<file path="src/dce_pkg.sv">
`timescale 1ns / 1ps
// Shared types and constants for the direct 2-D convolution engine.
// No dependencies; every other file of the block imports this package.
package dce_pkg;

  // Fixed field widths of the channels and the configuration port.
  localparam int IDX_W     = 11;
  localparam int ELEM_IN_W = 16;
  localparam int CONV_W    = 32;
  localparam int OUT_IDX_W = 10;
  localparam int MODE_W    = 2;
  localparam int CFG_W     = 3;
  localparam int CFG_IDX_W = 2;

  // Default sizes handed to the top-level parameters.
  localparam int DEF_IN_HEIGHT   = 10;
  localparam int DEF_IN_WIDTH    = 10;
  localparam int DEF_KERNEL_ROWS = 3;
  localparam int DEF_KERNEL_COLS = 3;
  localparam int DEF_MAX_DIM     = 4;
  localparam int DEF_ELEM_WIDTH  = 16;

  typedef enum logic [MODE_W-1:0] {
    MODE_ACT_WR  = 2'd0,
    MODE_WGT_WR  = 2'd1,
    MODE_COMPUTE = 2'd2
  } mode_t;

  typedef enum logic [CFG_IDX_W-1:0] {
    REG_BATCH   = 2'd0,
    REG_CHANNEL = 2'd1,
    REG_FILTER  = 2'd2
  } reg_idx_t;

  typedef enum logic [2:0] {
    ST_IDLE,
    ST_DIV_PLANE,
    ST_DIV_ROW,
    ST_BASE,
    ST_MAC,
    ST_DRAIN,
    ST_DONE
  } state_t;

  // Controller to datapath.
  typedef struct packed {
    logic wr_act;
    logic wr_wgt;
    logic load;
    logic step_plane;
    logic step_row;
    logic base;
    logic issue;
    logic out_load;
  } dce_cmd_t;

  // Datapath to controller.
  typedef struct packed {
    logic idx_ok;
    logic nc_zero;
    logic pos_ge_plane;
    logic pos_ge_row;
    logic tap_last;
    logic pipe_busy;
    logic out_free;
  } dce_sts_t;

endpackage

</file>
<file path="src/dce_ctrl.sv">
`timescale 1ns / 1ps
// Sequencing state machine of the convolution engine.
// Depends on dce_pkg; drives dce_datapath through dce_cmd_t and reads dce_sts_t.
module dce_ctrl import dce_pkg::*; (
  input  logic              clk,
  input  logic              rst_n,
  input  logic              in_valid,
  input  logic [MODE_W-1:0] in_mode,
  output logic              in_ready,
  input  dce_sts_t          sts,
  output dce_cmd_t          cmd
);

  state_t state_r;
  state_t state_nxt;

  always_ff @(posedge clk) begin
    if (!rst_n) begin
      state_r <= ST_IDLE;
    end else begin
      state_r <= state_nxt;
    end
  end

  always_comb begin
    state_nxt = state_r;
    cmd       = '0;
    in_ready  = 1'b0;
    case (state_r)
      ST_IDLE: begin
        in_ready = 1'b1;
        if (in_valid) begin
          case (in_mode)
            MODE_ACT_WR: cmd.wr_act = 1'b1;
            MODE_WGT_WR: cmd.wr_wgt = 1'b1;
            MODE_COMPUTE: begin
              if (sts.idx_ok) begin
                cmd.load  = 1'b1;
                state_nxt = ST_DIV_PLANE;
              end
            end
            default: ;
          endcase
        end
      end
      // Split the flat index into image and filter by repeated subtraction.
      ST_DIV_PLANE: begin
        if (sts.pos_ge_plane) begin
          cmd.step_plane = 1'b1;
        end else begin
          state_nxt = ST_DIV_ROW;
        end
      end
      ST_DIV_ROW: begin
        if (sts.pos_ge_row) begin
          cmd.step_row = 1'b1;
        end else begin
          state_nxt = ST_BASE;
        end
      end
      ST_BASE: begin
        cmd.base  = 1'b1;
        state_nxt = sts.nc_zero ? ST_DONE : ST_MAC;
      end
      ST_MAC: begin
        cmd.issue = 1'b1;
        if (sts.tap_last) begin
          state_nxt = ST_DRAIN;
        end
      end
      ST_DRAIN: begin
        if (!sts.pipe_busy) begin
          state_nxt = ST_DONE;
        end
      end
      ST_DONE: begin
        if (sts.out_free) begin
          cmd.out_load = 1'b1;
          state_nxt    = ST_IDLE;
        end
      end
      default: state_nxt = ST_IDLE;
    endcase
  end

endmodule

</file>
<file path="config.mk">
export PLATFORM = sky130hd
export DESIGN_NAME = dce_ctrl
export DESIGN_NICKNAME = d
export VERILOG_FILES = /design/src/dce_pkg.sv /design/src/dce_ctrl.sv
export SDC_FILE = /design/constraint.sdc
export NUM_CORES = 1
export LEC_CHECK = 0
export BUFFER_PORTS_ARGS = -buffer_cell sky130_fd_sc_hd__buf_2
export CAP_MARGIN = 20
export CELL_PAD_IN_SITES_DETAIL_PLACEMENT = 1
export CELL_PAD_IN_SITES_GLOBAL_PLACEMENT = 1
export CORE_AREA = 3 3 40 42
export DETAILED_ROUTE_END_ITERATION = 6
export DIE_AREA = 0 0 43 45
export HOLD_SLACK_MARGIN = 0.06
export PLACE_DENSITY = 0.73
export SLEW_MARGIN = 25
export SYNTH_ARGS = -nofsm -noshare
export SYNTH_HDL_FRONTEND = slang
export SYNTH_SLANG_ARGS = --single-unit
</file>
<file path="constraint.sdc">
create_clock -name clk -period 1.81 [get_ports clk]
set_input_delay 0.0905 -clock clk [delete_from_list [all_inputs] [get_ports clk]]
set_output_delay 0.0905 -clock clk [all_outputs]
set_load 0.01 [all_outputs]
</file>
# After elaboration in Yosys (flattened, before gate mapping)
# Cells that the tools add are included.
# word_totals
regBits,3
word_cells,45
# op_classes
eq_ne,16
muxes,25
n_reduce_logical,3
# ops
operator,n
3-bit two-way mux,10
3-bit case mux with 7 select lines,1
"2-bit != test, second input constant",7
1-bit two-way mux,13
"3-bit equality test, second input constant",3
8-bit AND reduction,1
"3-bit by 2-bit equality test with 1-bit output, second input constant",2
"3-bit by 1-bit equality test with 1-bit output, second input constant",1
3-bit zero test,1
"2-bit by 1-bit equality test with 1-bit output, second input constant",1
"2-bit equality test, second input constant",1
2-bit zero test,1
2-bit two-way mux,1
"2-bit by 1-bit != test with 1-bit output, second input constant",1

# Longest topological paths before layout
# depth
word_depth,4
ltp_mapped,5
depth_no_buf,4

# Least setup slack after synthesis
# OpenSTA, ideal clock, no wires.
# synth_timing
path_kind,register to register
startpoint,register state_r[0]
endpoint,register state_r[2]
arrival_ns,1.485
t_required_ns,1.724
path_slack_ns,0.239
stages_incl_launch_ff,6
n_path_buf,1
synth_period_minus_slack_ns,1.571
path_cell_list,dfxtp_1 buf_6 nor4bb_1 a211o_1 nor3_1 a211oi_1
# synth_via
elab_chain_len,3
# synth_lines
item,line_no,source
from (decl),dce_ctrl.sv:14,state_t state_r;
from (signal assigned),dce_ctrl.sv:21,state_r <= state_nxt;
"3-bit by 1-bit equality test with 1-bit output, or another cell as far along",dce_ctrl.sv:29,case (state_r)
2-bit != test (no line) / 2-bit by 1-bit != test with 1-bit output (equally long branches),n/a,
8-bit AND reduction (no line),n/a,
# Parallel ways exist; a longest one is shown, timed or not.
# A chain may end at the register's enable or synchronous reset.

# Final worst setup path
# layout_timing
startpoint,register state_r[0]
endpoint,register state_r[0]
# Same word-level chain as after synthesis.

==> impl_metrics.toml <==
[die]
dieHeight_um = 45
io_pins = 21
die-area_um2 = 1940
chipWidth_um = 43
rows = 13
initial_core_util_pct = 22.5
core_um2 = 1280

[cells_and_area]
largest_reg_flops = 3
layout-drive-gt1-share_pct = 49.1
fin_nets = 70
n_fill_cell = 165
layout.cells.non_filler = 72
num_antenna_cells = 0
syn_to_final_growth_pct = 48.1
largest_register = "state_r"
reg_top3 = "state_r x3"

[detailed_routing]
dr_total_vias = 355
dr.pass1.iters = 2
via_per_inst = 4.93
totalWireLength_um = 897
wire_per_inst_um = 12.5
drt_iter0_drc = 2
ant_nets = 0
drc = 0

[synth]
yosysTopAreaCell = "dfxtp_1"
synth-seq-cells = 3
post_synth.cell_area_avg_um2 = 8.26
yosys_warnings = 0
synth_area_um2 = 289
ys_top_cells_by_area = "dfxtp_1 21%, nor4bb_1 10%, and4b_1 6.9%, or4b_1 6.9%, a21oi_1 5.2%"
synthCells = 35
yosysTopAreaCellShare_pct = 20.8
synth_nets = 47
yosysSeqAreaShare_pct = 20.8
yosysUniqueCellTypes = 23

[clocking]
clock-sinks = 3
ctsRootBufferMaster = "clkbuf_4"
htreeDepth = 1
clock_path_buffers = 2
cts_tree = "built"
insertion_delay_ns = 0.24
clk_pin_slew_ns = 0.04
numCtsBuffers = 3
cts_setup_buffers = 0

[placement]
place_congestion = 0.721
place_inst = 68
port_buffers = 20
dp_hpwl_um = 719

[sta]
period_share_pct = 88.5
finClkSkew_ns = 0.00528
fmax_mhz = 624
slew_headroom_pct = 68.0
fin_tns_setup_ns = 0
final_max_slew_viol_count = 0
rsz0062_at_grt = "no"
timing_hold_violations_final = 0
worst_pin_slew_ns = 0.475
layout_min_cycle_time_ns = 1.60
finalSetupViolCount = 0

[global_route]
track_usage_pct = 11.2
grt_pass1_vias = 347
gr-total-overflow = 0
grt_pass1_wl_um = 1550
antenna_found_initial = 0
grt_max_degree = 15

[job]
cap_violations = 0

[status]
status = "completed"

[power]
pwr_density_cell_nw_per_um2 = 819
leakagePower_uw = 0.000212
peakVddDrop_v = 0.000269

[critical_path]
r2r_cells = 4
cp.arrival_ns = 1.77
endpoint_kind = "register"
cp_data_required_time_ns = 1.97
cp_max_fo = 14
start_kind = "register"
crit_type = "reg -> reg"

[hold_path]
min_path_type = "in -> reg"
hold_depth = 3
[per-layer routing]
metal	routed length [um]	GRT usage, %	share of wire (%)
met3	37	4.78	4.1
met2	456	18.6	51
met1	387	12.3	43
met5	0	0	0
met4	14	5.42	1.6
[synthesized netlist by cell type]
cell type and count:
a21oi_1 3, dfxtp_1 3, inv_1 3, nor4bb_1 3, and4b_1 2, nand2_1 2, nor3_1 2, or4b_1 2
a211o_1 1, a211oi_1 1, and2b_1 1, buf_2 1, buf_4 1, buf_6 1, nand4b_1 1, nor2_1 1
nor2b_1 1, nor3_2 1, nor4_1 1, o21ai_0 1, o31ai_1 1, o41ai_1 1, or4bb_1 1
[power by group]
group          switching (uW)  leakage (uW)  total, uW  internal (uW)
combinational            64.0      0.000172        130           65.8
clock                    36.8     0.0000150        120           82.7
sequential               23.7     0.0000253        101           77.7
[final timing paths]
path	startpoint	to	slack (ns)
worst max-delay path	state_r[0]$_SDFFE_PN0P_	state_r[0]$_SDFFE_PN0P_	0.21
worst min-delay path	rst_n	state_r[1]$_SDFFE_PN0P_	0.14
worst max register to register	state_r[0]$_SDFFE_PN0P_	state_r[0]$_SDFFE_PN0P_	0.21
worst min register to register	state_r[0]$_SDFFE_PN0P_	state_r[0]$_SDFFE_PN0P_	0.58
[logic make-up (layout without fill, tap and decap cells)]
family	count (synthesis)	after routing	share of synthesized area (%)
DFF	3	3	20.8
and+or+nand+nor	18	18	48.9
buffers and inverters	6	28	12.1
AOI/OAI and AO/OA	8	8	18.2
[metrics by stage]
stage	power [uW]	utilization [%]	cell area (um^2)	hold WS [ns]	setup WS, ns
after floorplan	189	-	289	0.232	0.239
after global placement	229	30.5	392	0.374	0.0918
after detailed placement	230	30.5	392	0.375	-0.0383
after CTS	357	33.1	425	0.125	0.0513
after global routing	390	33.3	428	0.140	0.0207
final	351	33.3	428	0.135	0.208
[cell type report]
type                            instances  area [um^2]  share of cell area, %
Multi-Input combinational cell         26          201                   47.1
Tap cell                               15         18.8                   4.39
Clock buffer                            4         26.3                   6.14
Sequential cell                         3         62.6                   14.6
Timing Repair Buffer                   21          108                   25.1
Inverter                                3         11.3                   2.63
[worst max-delay path, stage by stage, from the launching register on]
cell,delay (ns)
dfxtp_2,0.45
nor4bb_1,0.10
a211o_1,0.33
or4b_1,0.51
a21oi_1,0.13
[cells in the final DEF, fill, tap and decap left out, drive strengths merged, types with 2 or more instances in the layout]
cell	count
dfxtp	3
nand2	2
and4b	2
buf	21
nor4bb	3
or4b	2
inv	3
nor3	3
clkbuf	4
a21oi	3
[timing repair]
action / 4_1_cts / 5_1_grt
hold buffers: 0 / 0
endpoints found under the setup margin: 3 / 2
resized for setup: 1 / 2
Power figures use the tool's default switching activity.
